## src/hdl/key_value_table_core_defines.svh

```systemverilog
// assertion macros shared by the key value table modules
// expects signals named clock and reset in the module that uses them
`ifndef KEY_VALUE_TABLE_CORE_DEFINES_SVH
`define KEY_VALUE_TABLE_CORE_DEFINES_SVH

// same-cycle implication
`define KVT_ASSERT_IMPL(label, ante, cons, msg) \
   label: assert property (@(posedge clock) disable iff (reset) (ante) |-> (cons)) \
      else $error(msg);

// next-cycle implication
`define KVT_ASSERT_NEXT(label, ante, cons, msg) \
   label: assert property (@(posedge clock) disable iff (reset) (ante) |=> (cons)) \
      else $error(msg);

`endif

```

## src/hdl/kvt_pkg.sv

```systemverilog
// types and codes for the key value table
// no dependencies
`default_nettype none

package kvt_pkg;

   localparam int KEY_W   = 32;
   localparam int VALUE_W = 32;
   localparam int COUNT_W = 5;

   typedef enum logic [1:0] {
      OP_INSERT = 2'd0,
      OP_LOOKUP = 2'd1,
      OP_REMOVE = 2'd2
   } opcode_type;

   typedef enum logic [1:0] {
      STAT_OK        = 2'd0,
      STAT_NOT_FOUND = 2'd1,
      STAT_PRESENT   = 2'd2,
      STAT_FULL      = 2'd3
   } status_type;

   typedef enum logic [1:0] {
      ST_CLEAR,
      ST_IDLE,
      ST_SCAN,
      ST_WRITE
   } state_type;

   typedef struct packed {
      logic                      valid;
      logic signed [KEY_W-1:0]   key;
      logic signed [VALUE_W-1:0] value;
   } entry_type;

   // finished request handed from the controller to the response stage
   typedef struct packed {
      logic                      valid;
      status_type                status;
      logic signed [VALUE_W-1:0] found_value;
      logic                      inc;
      logic                      dec;
   } result_type;

endpackage

`default_nettype wire

```

## src/hdl/kvt_req_if.sv

```systemverilog
// request channel: opcode, key and value with valid/ready
// uses kvt_pkg for field widths
`default_nettype none

interface kvt_req_if;
   logic                              valid;
   logic                              ready;
   logic [1:0]                        opcode;
   logic signed [kvt_pkg::KEY_W-1:0]   lookup_key;
   logic signed [kvt_pkg::VALUE_W-1:0] new_value;

   modport source (output valid, output opcode, output lookup_key, output new_value,
                   input ready);
   modport sink   (input valid, input opcode, input lookup_key, input new_value,
                   output ready);
endinterface

`default_nettype wire

```

## src/hdl/kvt_rsp_if.sv

```systemverilog
// response channel: status, value and entry count with valid/ready
// uses kvt_pkg for field widths
`default_nettype none

interface kvt_rsp_if;
   logic                               valid;
   logic                               ready;
   logic [1:0]                         status;
   logic signed [kvt_pkg::VALUE_W-1:0] found_value;
   logic [kvt_pkg::COUNT_W-1:0]        entry_count;

   modport source (output valid, output status, output found_value, output entry_count,
                   input ready);
   modport sink   (input valid, input status, input found_value, input entry_count,
                   output ready);
endinterface

`default_nettype wire

```

## src/hdl/key_value_table_core.sv

```systemverilog
// requests: one at a time; a new request is accepted only after the previous one has been
// written back, following a one-slot-per-cycle scan of the slot memory, which has one
// write port and one read port
// reset: synchronous; a clearing pass marks every slot free, one slot per cycle,
// before the first request is accepted, and the entry count starts at zero
`default_nettype none
`include "key_value_table_core_defines.svh"

module key_value_table_core #(
   parameter int CAPACITY = 16
) (
   input  wire logic clock,
   input  wire logic reset,
   kvt_req_if.sink   req_bus,
   kvt_rsp_if.source rsp_bus
);

   localparam int AW = (CAPACITY > 1) ? $clog2(CAPACITY) : 1;
   localparam int OW = $clog2(CAPACITY + 1);

   logic               wr_en;
   logic [AW-1:0]      wr_addr;
   logic [AW-1:0]      rd_addr;
   kvt_pkg::entry_type wr_data;
   kvt_pkg::entry_type rd_data;
   kvt_pkg::result_type res;
   logic               res_ready;
   logic               rsp_load;

   logic [OW-1:0] occ_ff, occ_in;
   logic rsp_valid_ff, rsp_valid_in;
   kvt_pkg::status_type status_ff, status_in;
   logic signed [kvt_pkg::VALUE_W-1:0] found_ff, found_in;
   logic [kvt_pkg::COUNT_W-1:0] count_ff, count_in;

   kvt_mem #(
      .DEPTH (CAPACITY),
      .AW    (AW)
   ) u_mem (
      .clock   (clock),
      .wr_en   (wr_en),
      .wr_addr (wr_addr),
      .wr_data (wr_data),
      .rd_addr (rd_addr),
      .rd_data (rd_data)
   );

   kvt_ctrl #(
      .CAPACITY (CAPACITY),
      .AW       (AW)
   ) u_ctrl (
      .clock     (clock),
      .reset     (reset),
      .req_bus   (req_bus),
      .wr_en     (wr_en),
      .wr_addr   (wr_addr),
      .wr_data   (wr_data),
      .rd_addr   (rd_addr),
      .rd_data   (rd_data),
      .res       (res),
      .res_ready (res_ready)
   );

   // response register frees the controller while a response waits
   assign res_ready = !rsp_valid_ff || rsp_bus.ready;
   assign rsp_load  = res.valid && res_ready;

   always_comb begin
      occ_in       = occ_ff;
      status_in    = status_ff;
      found_in     = found_ff;
      count_in     = count_ff;
      rsp_valid_in = rsp_valid_ff && !rsp_bus.ready;
      if (rsp_load) begin
         occ_in       = occ_ff + OW'(res.inc) - OW'(res.dec);
         status_in    = res.status;
         found_in     = res.found_value;
         count_in     = kvt_pkg::COUNT_W'(occ_in);
         rsp_valid_in = 1'b1;
      end
   end

   always_ff @(posedge clock) begin
      if (reset) begin
         occ_ff       <= '0;
         rsp_valid_ff <= 1'b0;
      end else begin
         occ_ff       <= occ_in;
         rsp_valid_ff <= rsp_valid_in;
      end
      status_ff <= status_in;
      found_ff  <= found_in;
      count_ff  <= count_in;
   end

   assign rsp_bus.valid       = rsp_valid_ff;
   assign rsp_bus.status      = status_ff;
   assign rsp_bus.found_value = found_ff;
   assign rsp_bus.entry_count = count_ff;

   `KVT_ASSERT_IMPL(a_occ_max, 1'b1, occ_ff <= OW'(CAPACITY), "entry count above capacity")
   `KVT_ASSERT_IMPL(a_inc_dec, res.valid, !(res.inc && res.dec), "insert and remove in one result")
   `KVT_ASSERT_IMPL(a_count_match, rsp_valid_ff, count_ff == kvt_pkg::COUNT_W'(occ_ff), "response count differs from occupancy")

endmodule

`default_nettype wire

```

## src/hdl/kvt_mem.sv

```systemverilog
// slot memory: one write port, one read port, registered read data
// uses kvt_pkg::entry_type
`default_nettype none

module kvt_mem #(
   parameter int DEPTH = 16,
   parameter int AW    = 4
) (
   input  wire logic               clock,
   input  wire logic               wr_en,
   input  wire logic [AW-1:0]      wr_addr,
   input  wire kvt_pkg::entry_type wr_data,
   input  wire logic [AW-1:0]      rd_addr,
   output kvt_pkg::entry_type      rd_data
);

   kvt_pkg::entry_type store_ff [DEPTH];
   kvt_pkg::entry_type rd_data_ff;

   always_ff @(posedge clock) begin
      if (wr_en) begin
         store_ff[wr_addr] <= wr_data;
      end
      rd_data_ff <= store_ff[rd_addr];
   end

   assign rd_data = rd_data_ff;

endmodule

`default_nettype wire

```

## src/hdl/kvt_ctrl.sv

```systemverilog
// sequencer: clearing pass, slot scan, write-back
// uses kvt_pkg, kvt_req_if and the assertion macros
`default_nettype none
`include "key_value_table_core_defines.svh"

module kvt_ctrl #(
   parameter int CAPACITY = 16,
   parameter int AW       = 4
) (
   input  wire logic          clock,
   input  wire logic          reset,
   kvt_req_if.sink            req_bus,
   output logic               wr_en,
   output logic [AW-1:0]      wr_addr,
   output kvt_pkg::entry_type wr_data,
   output logic [AW-1:0]      rd_addr,
   input  wire kvt_pkg::entry_type rd_data,
   output kvt_pkg::result_type res,
   input  wire logic          res_ready
);

   localparam logic [AW-1:0] LAST = AW'(CAPACITY - 1);

   kvt_pkg::state_type state_ff, state_in;
   logic [AW-1:0] idx_ff, idx_in;
   kvt_pkg::opcode_type op_ff, op_in;
   logic signed [kvt_pkg::KEY_W-1:0] key_ff, key_in;
   logic signed [kvt_pkg::VALUE_W-1:0] val_ff, val_in;
   logic hit_ff, hit_in;
   logic [AW-1:0] hit_idx_ff, hit_idx_in;
   logic signed [kvt_pkg::VALUE_W-1:0] hit_val_ff, hit_val_in;
   logic free_ff, free_in;
   logic [AW-1:0] free_idx_ff, free_idx_in;
   logic do_write;

   always_ff @(posedge clock) begin
      if (reset) begin
         state_ff <= kvt_pkg::ST_CLEAR;
         idx_ff   <= '0;
         hit_ff   <= 1'b0;
         free_ff  <= 1'b0;
      end else begin
         state_ff <= state_in;
         idx_ff   <= idx_in;
         hit_ff   <= hit_in;
         free_ff  <= free_in;
      end
      op_ff       <= op_in;
      key_ff      <= key_in;
      val_ff      <= val_in;
      hit_idx_ff  <= hit_idx_in;
      hit_val_ff  <= hit_val_in;
      free_idx_ff <= free_idx_in;
   end

   always_comb begin
      state_in    = state_ff;
      idx_in      = idx_ff;
      op_in       = op_ff;
      key_in      = key_ff;
      val_in      = val_ff;
      hit_in      = hit_ff;
      hit_idx_in  = hit_idx_ff;
      hit_val_in  = hit_val_ff;
      free_in     = free_ff;
      free_idx_in = free_idx_ff;
      req_bus.ready = 1'b0;
      rd_addr     = '0;
      wr_addr     = idx_ff;
      wr_data     = '0;
      do_write    = 1'b0;
      wr_en       = 1'b0;
      res         = '0;
      res.status  = kvt_pkg::STAT_NOT_FOUND;

      case (state_ff)
         kvt_pkg::ST_CLEAR: begin
            // one slot per cycle after reset
            wr_en = 1'b1;
            if (idx_ff == LAST) begin
               idx_in   = '0;
               state_in = kvt_pkg::ST_IDLE;
            end else begin
               idx_in = idx_ff + 1'b1;
            end
         end
         kvt_pkg::ST_IDLE: begin
            req_bus.ready = 1'b1;
            if (req_bus.valid) begin
               op_in    = kvt_pkg::opcode_type'(req_bus.opcode);
               key_in   = req_bus.lookup_key;
               val_in   = req_bus.new_value;
               hit_in   = 1'b0;
               free_in  = 1'b0;
               idx_in   = '0;
               state_in = kvt_pkg::ST_SCAN;
            end
         end
         kvt_pkg::ST_SCAN: begin
            // rd_data holds slot idx_ff, next address already issued
            rd_addr = (idx_ff == LAST) ? '0 : idx_ff + 1'b1;
            if (rd_data.valid && (rd_data.key == key_ff) && !hit_ff) begin
               hit_in     = 1'b1;
               hit_idx_in = idx_ff;
               hit_val_in = rd_data.value;
            end
            if (!rd_data.valid && !free_ff) begin
               free_in     = 1'b1;
               free_idx_in = idx_ff;
            end
            if (idx_ff == LAST) begin
               state_in = kvt_pkg::ST_WRITE;
            end else begin
               idx_in = idx_ff + 1'b1;
            end
         end
         kvt_pkg::ST_WRITE: begin
            res.valid = 1'b1;
            case (op_ff)
               kvt_pkg::OP_INSERT: begin
                  if (hit_ff) begin
                     res.status = kvt_pkg::STAT_PRESENT;
                  end else if (!free_ff) begin
                     res.status = kvt_pkg::STAT_FULL;
                  end else begin
                     res.status    = kvt_pkg::STAT_OK;
                     res.inc       = 1'b1;
                     do_write      = 1'b1;
                     wr_addr       = free_idx_ff;
                     wr_data.valid = 1'b1;
                     wr_data.key   = key_ff;
                     wr_data.value = val_ff;
                  end
               end
               kvt_pkg::OP_LOOKUP: begin
                  if (hit_ff) begin
                     res.status      = kvt_pkg::STAT_OK;
                     res.found_value = hit_val_ff;
                  end
               end
               kvt_pkg::OP_REMOVE: begin
                  if (hit_ff) begin
                     res.status      = kvt_pkg::STAT_OK;
                     res.found_value = hit_val_ff;
                     res.dec         = 1'b1;
                     do_write        = 1'b1;
                     wr_addr         = hit_idx_ff;
                     wr_data.valid   = 1'b0;
                     wr_data.key     = key_ff;
                     wr_data.value   = hit_val_ff;
                  end
               end
               default: begin
                  res.status = kvt_pkg::STAT_NOT_FOUND;
               end
            endcase
            // hold until the response register can take it
            wr_en = do_write && res_ready;
            if (res_ready) begin
               state_in = kvt_pkg::ST_IDLE;
            end
         end
         default: begin
            state_in = kvt_pkg::ST_CLEAR;
            idx_in   = '0;
         end
      endcase
   end

   `KVT_ASSERT_IMPL(a_wr_state, wr_en, (state_ff == kvt_pkg::ST_CLEAR) || (state_ff == kvt_pkg::ST_WRITE), "memory write outside clear or write-back")
   `KVT_ASSERT_NEXT(a_scan_end, (state_ff == kvt_pkg::ST_SCAN) && (idx_ff == LAST), state_ff == kvt_pkg::ST_WRITE, "scan did not end in write-back")
   `KVT_ASSERT_IMPL(a_remove_addr, wr_en && (state_ff == kvt_pkg::ST_WRITE) && !wr_data.valid, hit_ff && (wr_addr == hit_idx_ff), "remove wrote a slot other than the hit")

endmodule

`default_nettype wire

```

## src/flat_wrapper.sv

```systemverilog
// flat-port wrapper written by rule: the top's interface ports become plain ports
module key_value_table_core_flat 
#(
   parameter int CAPACITY = 16
)
  (clock, reset, req_bus_valid, req_bus_opcode, req_bus_lookup_key, req_bus_new_value, req_bus_ready, rsp_bus_valid, rsp_bus_status, rsp_bus_found_value, rsp_bus_entry_count, rsp_bus_ready);
  kvt_req_if req_bus_i ();
  kvt_rsp_if rsp_bus_i ();
  input  wire logic clock;
  input  wire logic reset;
  input wire logic [$bits(req_bus_i.valid)-1:0] req_bus_valid;
  input wire logic [$bits(req_bus_i.opcode)-1:0] req_bus_opcode;
  input wire logic [$bits(req_bus_i.lookup_key)-1:0] req_bus_lookup_key;
  input wire logic [$bits(req_bus_i.new_value)-1:0] req_bus_new_value;
  output wire logic [$bits(req_bus_i.ready)-1:0] req_bus_ready;
  output wire logic [$bits(rsp_bus_i.valid)-1:0] rsp_bus_valid;
  output wire logic [$bits(rsp_bus_i.status)-1:0] rsp_bus_status;
  output wire logic [$bits(rsp_bus_i.found_value)-1:0] rsp_bus_found_value;
  output wire logic [$bits(rsp_bus_i.entry_count)-1:0] rsp_bus_entry_count;
  input wire logic [$bits(rsp_bus_i.ready)-1:0] rsp_bus_ready;
  assign req_bus_i.valid = req_bus_valid;
  assign req_bus_i.opcode = req_bus_opcode;
  assign req_bus_i.lookup_key = req_bus_lookup_key;
  assign req_bus_i.new_value = req_bus_new_value;
  assign req_bus_ready = req_bus_i.ready;
  assign rsp_bus_valid = rsp_bus_i.valid;
  assign rsp_bus_status = rsp_bus_i.status;
  assign rsp_bus_found_value = rsp_bus_i.found_value;
  assign rsp_bus_entry_count = rsp_bus_i.entry_count;
  assign rsp_bus_i.ready = rsp_bus_ready;
  key_value_table_core #(.CAPACITY(CAPACITY)) u_core (.clock(clock), .reset(reset), .req_bus(req_bus_i), .rsp_bus(rsp_bus_i));
endmodule
```

## config.mk

```make
export PLATFORM = sky130hd
export DESIGN_NAME = key_value_table_core_flat
export DESIGN_NICKNAME = d
export VERILOG_FILES = /design/src/hdl/kvt_pkg.sv /design/src/hdl/kvt_req_if.sv /design/src/hdl/kvt_rsp_if.sv /design/src/hdl/key_value_table_core.sv /design/src/hdl/kvt_mem.sv /design/src/hdl/kvt_ctrl.sv /design/src/flat_wrapper.sv
export VERILOG_INCLUDE_DIRS = /design/src /design/src/hdl
export SDC_FILE = /design/constraint.sdc
export NUM_CORES = 1
export LEC_CHECK = 0
export ABC_AREA = 1
export BUFFER_PORTS_ARGS = -buffer_cell sky130_fd_sc_hd__buf_4
export CORE_MARGIN = 1
export CORE_UTILIZATION = 50
export DETAILED_ROUTE_END_ITERATION = 16
export PLACE_DENSITY_LB_ADDON = 0.12
export SETUP_SLACK_MARGIN = 0.1
export SYNTH_ARGS = -nofsm -noshare
export SYNTH_HDL_FRONTEND = slang
export SYNTH_SLANG_ARGS = --single-unit
```

## constraint.sdc

```tcl
create_clock -name clock -period 15.65 [get_ports clock]
set_clock_uncertainty 0.15 [all_clocks]
set_input_delay 0.7825 -clock clock [delete_from_list [all_inputs] [get_ports clock]]
set_output_delay 0.7825 -clock clock [all_outputs]
set_load 0.02 [all_outputs]
```

==> results of run 1 <==
## registers in the layout (all words and copies together), names as in the netlist
name and count:
u_core.u_mem.store_ff 1040, u_core.u_mem.rd_data 65, u_core.rsp_bus.found_value 32, u_core.u_ctrl.hit_val_ff 32
u_core.u_ctrl.key_ff 32, u_core.u_ctrl.val_ff 32, u_core.occ_ff 5, u_core.rsp_bus.entry_count 5
u_core.u_ctrl.free_idx_ff 4, u_core.u_ctrl.hit_idx_ff 4, u_core.u_ctrl.idx_ff 4, u_core.rsp_bus.status 2
u_core.u_ctrl.op_ff 2, u_core.u_ctrl.state_ff 2, u_core.rsp_bus.valid 1, u_core.u_ctrl.free_ff 1
u_core.u_ctrl.hit_ff 1
## power by group through the flow
stage	Combinational (mW)	Clock [mW]	Sequential (mW)
finish	1.69	3.12	4.23
global route	1.88	3.30	4.25
CTS	1.71	3.17	4.23
detailed placement	1.70	0	4.29
global placement	1.68	0	4.29
floorplan	1.16	0	4.27
## placed cells by master (no fill, tap or decap), types with 2 or more instances in the layout
master,count
a21oi_1,44
a21oi_2,2
buf_4,169
bufinv_16,12
clkbuf_1,32
clkbuf_16,139
clkbuf_8,4
clkinv_1,19
clkinv_2,23
clkinv_8,4
clkinvlp_4,2
dfxtp_1,77
dfxtp_2,2
edfxtp_1,1185
ha_1,13
ha_2,2
inv_1,267
inv_6,6
inv_8,3
nand2_1,305
nand3_1,309
nand3_2,2
nand3b_1,2
nand4_1,40
nor2_1,431
nor2_4,21
nor3_1,8
o211ai_1,390
o21ai_0,126
o21ai_1,154
o22ai_1,4
or2_1,145
or2_2,52
xnor2_1,7
xor2_1,2
## metal layers
metal  up-vias  part of all wire  GRT usage  wire length, um
li1      14079                 -          -                -
met1     15243              0.44     0.3615            56810
met2      1117              0.47     0.3963            59800
met3       191             0.066    0.03956             8450
met4         0             0.020    0.06774             2607
met5         -                 0          0                0
## worst paths after layout
check	end	depth (start not counted)
worst max-delay path	u_core.u_mem.store_ff[2][16]$_DFFE_PP_	11
worst min-delay path	u_core.u_ctrl.val_ff[13]$_DFFE_PP_	1
worst max register to register	u_core.u_mem.store_ff[2][16]$_DFFE_PP_	11
worst min register to register	u_core.u_ctrl.hit_val_ff[17]$_DFFE_PP_	0
## cell families after synthesis
logic type | count (synthesis) | synth area share
simple gates | 1320 | 0.1190
flops | 1264 | 0.7396
compound gates | 724 | 0.09188
buf+inv | 515 | 0.04372
fa+ha+maj | 16 | 0.004133
xor+xnor | 9 | 0.001569
## stage by stage
step	setup WS, ns	hold slack (ns)
after floorplan	10.27	0.2355
after global placement	10.59	0.2357
after detailed placement	10.52	0.2387
after CTS	10.48	0.02713
after global routing	10.18	0.03759
final	10.44	0.07395
## critical path: stages, from the launching register on
cell and delay (ns):
dfxtp_2 0.59, inv_2 0.69, nand3_1 0.31, nor2_1 0.16, buf_4 0.24, nor2_4 0.21, o21ai_1 0.18, nand2_1 0.08
nor2_1 0.15, nand2_1 0.26, nor2_4 0.89, buf_4 0.81
## layout make-up
cell class,instances,area [um2],area share
flip-flops and latches,1264,37170,0.6576
repair buffers,170,1289,0.02280
clock buffers,175,3654,0.06464
clock inverters,64,665.6,0.01178
well taps,1287,1610,0.02849
multi-input cells,2069,11080,0.1960
inverters,274,1060,0.01875
==> results.yml, run 1 <==
finish:
  final_nets: 3998
  finalInstanceArea_mm2: 0.05652
  drive_gt1_frac: 0.1121
  finalNonFillerCells: 5303
  nFillCells: 7886
  syn2layout_area_growth_pct: 12.49
  final_core_util: 0.5710
  num_antenna_cells: 0
yosys:
  synth_area_mm2: 0.05025
  postSynthAreaPerCell_um2: 13.06
  synth_top_area_frac: 0.7082
  ys_top_cells_by_count: "edfxtp_1 (1185), nor2_1 (450), o211ai_1 (390)"
  synth_ff_type: "edfxtp_1"
  yosysMostFrequentCell: "edfxtp_1"
  synth_cell_types: 36
  ys_seq_elements: 1264
  syn-num-nets: 3934
  syn_inst: 3848
  synth_area_leaders: "edfxtp_1 (71%), o211ai_1 (5.8%), nor2_1 (3.4%)"
  yosysSeqAreaShare: 0.7396
  ys_warn_count: 0
  synth_area_leader_cell: "edfxtp_1"
  synthArstFlopShare: 0
  synth_edf_count: 1185
worst_setup_path:
  crit_arrival_ns: 5.40
  setup.worst_path.class: "reg2reg"
  cp-start-kind: "register"
  reg2reg_slack_ns: 10.44
  path_max_fanout: 42
  required_ns: 15.84
  setup.worst_path.start: "u_core.u_ctrl.hit_ff$_SDFFE_PP0P_"
  critPathCaptureType: "register"
  r2r_start: "u_core.u_ctrl.hit_ff$_SDFFE_PP0P_"
floorplan:
  dieArea_mm2: 0.1018
  die_y_um: 319.0
  start_util: 0.5076
  coreArea_mm2: 0.09899
  num_rows: 115
  ios: 111
  die_x_um: 319.0
detailed_routing:
  vias_per_cell: 5.776
  first_iter_violations: 3469
  drt-total-wl_mm: 127.7
  drc: 0
  drtPass1Iterations: 6
  wl_per_cell_um: 24.07
  vias: 30630
  ant_nets: 0
hold_path:
  min-delay-start: "req_bus_new_value[13]"
  min_path_type: "in2reg"
pwr:
  p_seq_frac: 0.467
  pwr-share-clk: 0.345
  combPwrFrac: 0.187
  power_density_mw_per_mm2: 160.0
  intPower_mw: 6.451
  p_leak_nw: 21.48
  p_sw_frac: 0.2865
  peakVddDrop_v: 0.0001190
  power_mw: 9.041
  p_sw_mw: 2.591
sta:
  min_period_ns: 5.208
  hold_viol: 0
  worstMarginPinSlew_ns: 1.399
  max_clock_freq_mhz: 192.0
  fin_crit_sh: 0.3328
  setup_tns_ns: 0
  drv_slew: 0
  rsz0062_at_grt: "no"
  finalSetupViolations: 0
  slew_headroom: 0.06754
global_route:
  grt_usage: 0.2504
  grt_pass1_vias: 28903
  grt_overflow: 0
  grt_max_degree: 232
  grt_pass1_wl_mm: 188.7
  grt_antenna_before_repair: 2
clock_tree:
  cts_made_buffers: 133
  path_clk_slew_ns: 0.06
  cts_root_buf: "clkbuf_16"
  cts_tree: "built"
  clk_latency_ns: 0.74
  clockBufferDepth: 3
  cts.repair.resized: 0
  numClockSinks: 1264
  cts_hold_buf: 0
  htreeDepth: 4
  cts_setup_buffers: 0
place:
  dp_hpwl_mm: 65.67
  portBuffers: 110
  placedCellCount: 5063
  gp_congestion: 0.8337
  placed_cell_area_mm2: 0.05220
run:
  cap_violations: 0
outcome:
  status: "complete, no violations"
No activity file was read; power rests on OpenSTA's default activity.
==> run 2: changes to the inputs <==
clock period = 4.7 ns   (was 15.65 ns; I/O delays follow)
==> run 2 against run 1 <==
Net effect:
- power rose to 3.3 times the previous value
- clock power grew to 3.3 times the previous value
- flip-flop and latch count is the same
- critical endpoint is now u_core.u_mem.store_ff[10][14]$_DFFE_PP_
- largest cell class unchanged
==> results.yml, run 2 (synthesis gave the netlist of run 1 again) <==
clock_tree:
  cts_setup_buffers: 0
  cts_made_buffers: 134
  clk_latency_ns: 0.75
  path_clk_slew_ns: 0.06
  clockBufferDepth: 3
  cts_tree: "built"
  cts_root_buf: "clkbuf_16"
  numClockSinks: 1264
  htreeDepth: 4
sta:
  fin_crit_sh: 0.8016
  finalSetupViolations: 0
  worstMarginPinSlew_ns: 1.228
  max_clock_freq_mhz: 265.4
  drv_slew: 0
  slew_headroom: 0.1811
  rsz0062_at_grt: "no"
  min_period_ns: 3.768
  hold_viol: 0
  setup_tns_ns: 0
floorplan:
  start_util: 0.5076
  dieArea_mm2: 0.1018
  die_x_um: 319.0
  coreArea_mm2: 0.09899
  num_rows: 115
  ios: 111
  die_y_um: 319.0
finish:
  drive_gt1_frac: 0.1208
  largest-register: "u_core.u_mem.store_ff"
  final_core_util: 0.5834
  syn2layout_area_growth_pct: 14.94
  most-common-layout-cells: "edfxtp_1 (1185), nor2_1 (431), o211ai_1 (390), nand3_1 (309), nand2_1 (305)"
  largest_reg_flops: 1040
  final_common_cell: "edfxtp_1"
  num_antenna_cells: 0
  final_nets: 4105
  finalNonFillerCells: 5419
global_route:
  grtUsageMet2: 0.4099
  grt_pass1_vias: 30111
  grt_overflow: 0
  grt_antenna_before_repair: 0
  grt_pass1_wl_mm: 192.2
  grt_max_degree: 142
  grt_usage: 0.2538
  top_usage_layer: "met2"
  grt_use_met1: 0.3567
  groute.layer.met3.usage: 0.03925
detailed_routing:
  vias_per_cell: 5.715
  ant_nets: 0
  drt-total-wl_mm: 128.8
  drc: 0
  wl_per_cell_um: 23.76
  drtPass1Iterations: 6
  vias: 30970
  first_iter_violations: 3267
worst_setup_path:
  path_max_fanout: 36
  crit_arrival_ns: 4.01
  timing.rr.end: "u_core.u_mem.store_ff[10][14]$_DFFE_PP_"
  setup.worst_path.class: "reg2reg"
  r2r_start: "u_core.u_ctrl.free_ff$_SDFFE_PP0P_"
  critPathCaptureType: "register"
  worstRegToRegCells: 10
  reg2reg_slack_ns: 0.93
  required_ns: 4.94
  cp-start-kind: "register"
outcome:
  status: "complete, no violations"
place:
  gp_congestion: 0.8410
  dp_hpwl_mm: 69.11
  portBuffers: 110
  placedCellCount: 5100
pwr:
  pwr-share-clk: 0.345
  power_mw: 30.19
  p_seq_frac: 0.467
  p_leak_nw: 22.02
  peakVddDrop_v: 0.0004350
  power_density_mw_per_mm2: 522.8
  p_sw_frac: 0.2856
  intPower_mw: 21.57
  p_sw_mw: 8.623
  combPwrFrac: 0.188
hold_path:
  timing.hold.worst_path_depth: 2
  min_path_type: "in2reg"
  min-delay-start: "req_bus_lookup_key[8]"
  holdPathEnd: "u_core.u_ctrl.key_ff[8]$_DFFE_PP_"
run:
  cap_violations: 0
-- run 2: cell count changes in the layout (fill, tap and decap cells not counted) --
cell	before	now
clkinvlp_4	2	5
clkinv_8	4	2
bufinv_16	12	7
clkinv_2	23	13
buf_4	169	190
inv_6	6	9
a21oi_1	44	34
clkbuf_8	4	18
clkinv_1	19	10
buf_12	1	16
dlygate4sd3_1	0	70
a21oi_2	2	12
clkbuf_1	32	48
-- run 2: what timing repair did --
| item | in CTS | in global routing |
|---|---|---|
| hold buffers | 70 | 0 |
| gates resized for setup | 0 | 0 |
| hold endpoints to repair | 80 | 0 |
-- run 2: worst max-delay path by stage --
| stage | start | to | slack (ns) | cells after the start |
|---|---|---|---|---|
| 2_1_floorplan | u_core.u_ctrl.op_ff[0]$_DFFE_PP_ | u_core.u_mem.store_ff[10][0]$_DFFE_PP_ | -0.68 | 11 |
| 3_3_place_gp | u_core.u_ctrl.free_ff$_SDFFE_PP0P_ | u_core.u_mem.store_ff[10][22]$_DFFE_PP_ | 1.03 | 10 |
| 3_5_place_dp | u_core.u_ctrl.free_ff$_SDFFE_PP0P_ | u_core.u_mem.store_ff[10][14]$_DFFE_PP_ | 0.99 | 10 |
| 4_1_cts | u_core.u_ctrl.free_ff$_SDFFE_PP0P_ | u_core.u_mem.store_ff[10][21]$_DFFE_PP_ | 0.96 | 10 |
| 5_1_grt | u_core.u_ctrl.free_ff$_SDFFE_PP0P_ | u_core.u_mem.store_ff[10][14]$_DFFE_PP_ | 0.74 | 10 |
| 6_report | u_core.u_ctrl.free_ff$_SDFFE_PP0P_ | u_core.u_mem.store_ff[10][14]$_DFFE_PP_ | 0.93 | 10 |
-- run 2: area by class of cell --
| class | instances | area [um2] |
|---|---|---|
| fillers | 7847 | 41240 |
| flip-flops and latches | 1264 | 37170 |
| multi-input cells | 2069 | 11110 |
| clock buffers | 205 | 3906 |
| repair buffers | 276 | 2447 |
| well taps | 1287 | 1610 |
| inverters | 274 | 1060 |
| clock inverters | 44 | 447.9 |
-- run 2: layer usage --
layer | wire (um) | share of wire
met5 | 0 | 0
met2 | 61560 | 0.48
met4 | 2945 | 0.023
met3 | 8280 | 0.064
met1 | 55980 | 0.43
-- run 2: per-stage QoR --
stage                     hold slack, ns  cell area (um2)  worst slack, ns
after global placement            0.2367            52700            1.033
after CTS                        0.01134            57750           0.9574
after detailed placement          0.2387            52700           0.9932
after floorplan                   0.1541            50250          -0.6821
after global routing             0.02541            57750           0.7430
final                            0.05139            57750           0.9325
-- run 2: critical path: stages (launching register included) --
cell and delay (ns):
dfxtp_2 0.84, nand3_1 0.29, nor2_1 0.20, buf_4 0.25
nor2_4 0.05, o21ai_1 0.11, nand2_1 0.08, nor2_1 0.15
nand2_1 0.24, nor2_4 0.57, buf_4 0.46
-- run 2: power groups by stage --
stage               Combinational [mW]  Sequential (mW)  Clock [mW]
finish                            5.69             14.1        10.4
global route                      6.33             14.2        11.0
CTS                               5.73             14.1        10.6
detailed placement                5.65             14.3           0
global placement                  5.60             14.3           0
floorplan                         3.86             14.2           0
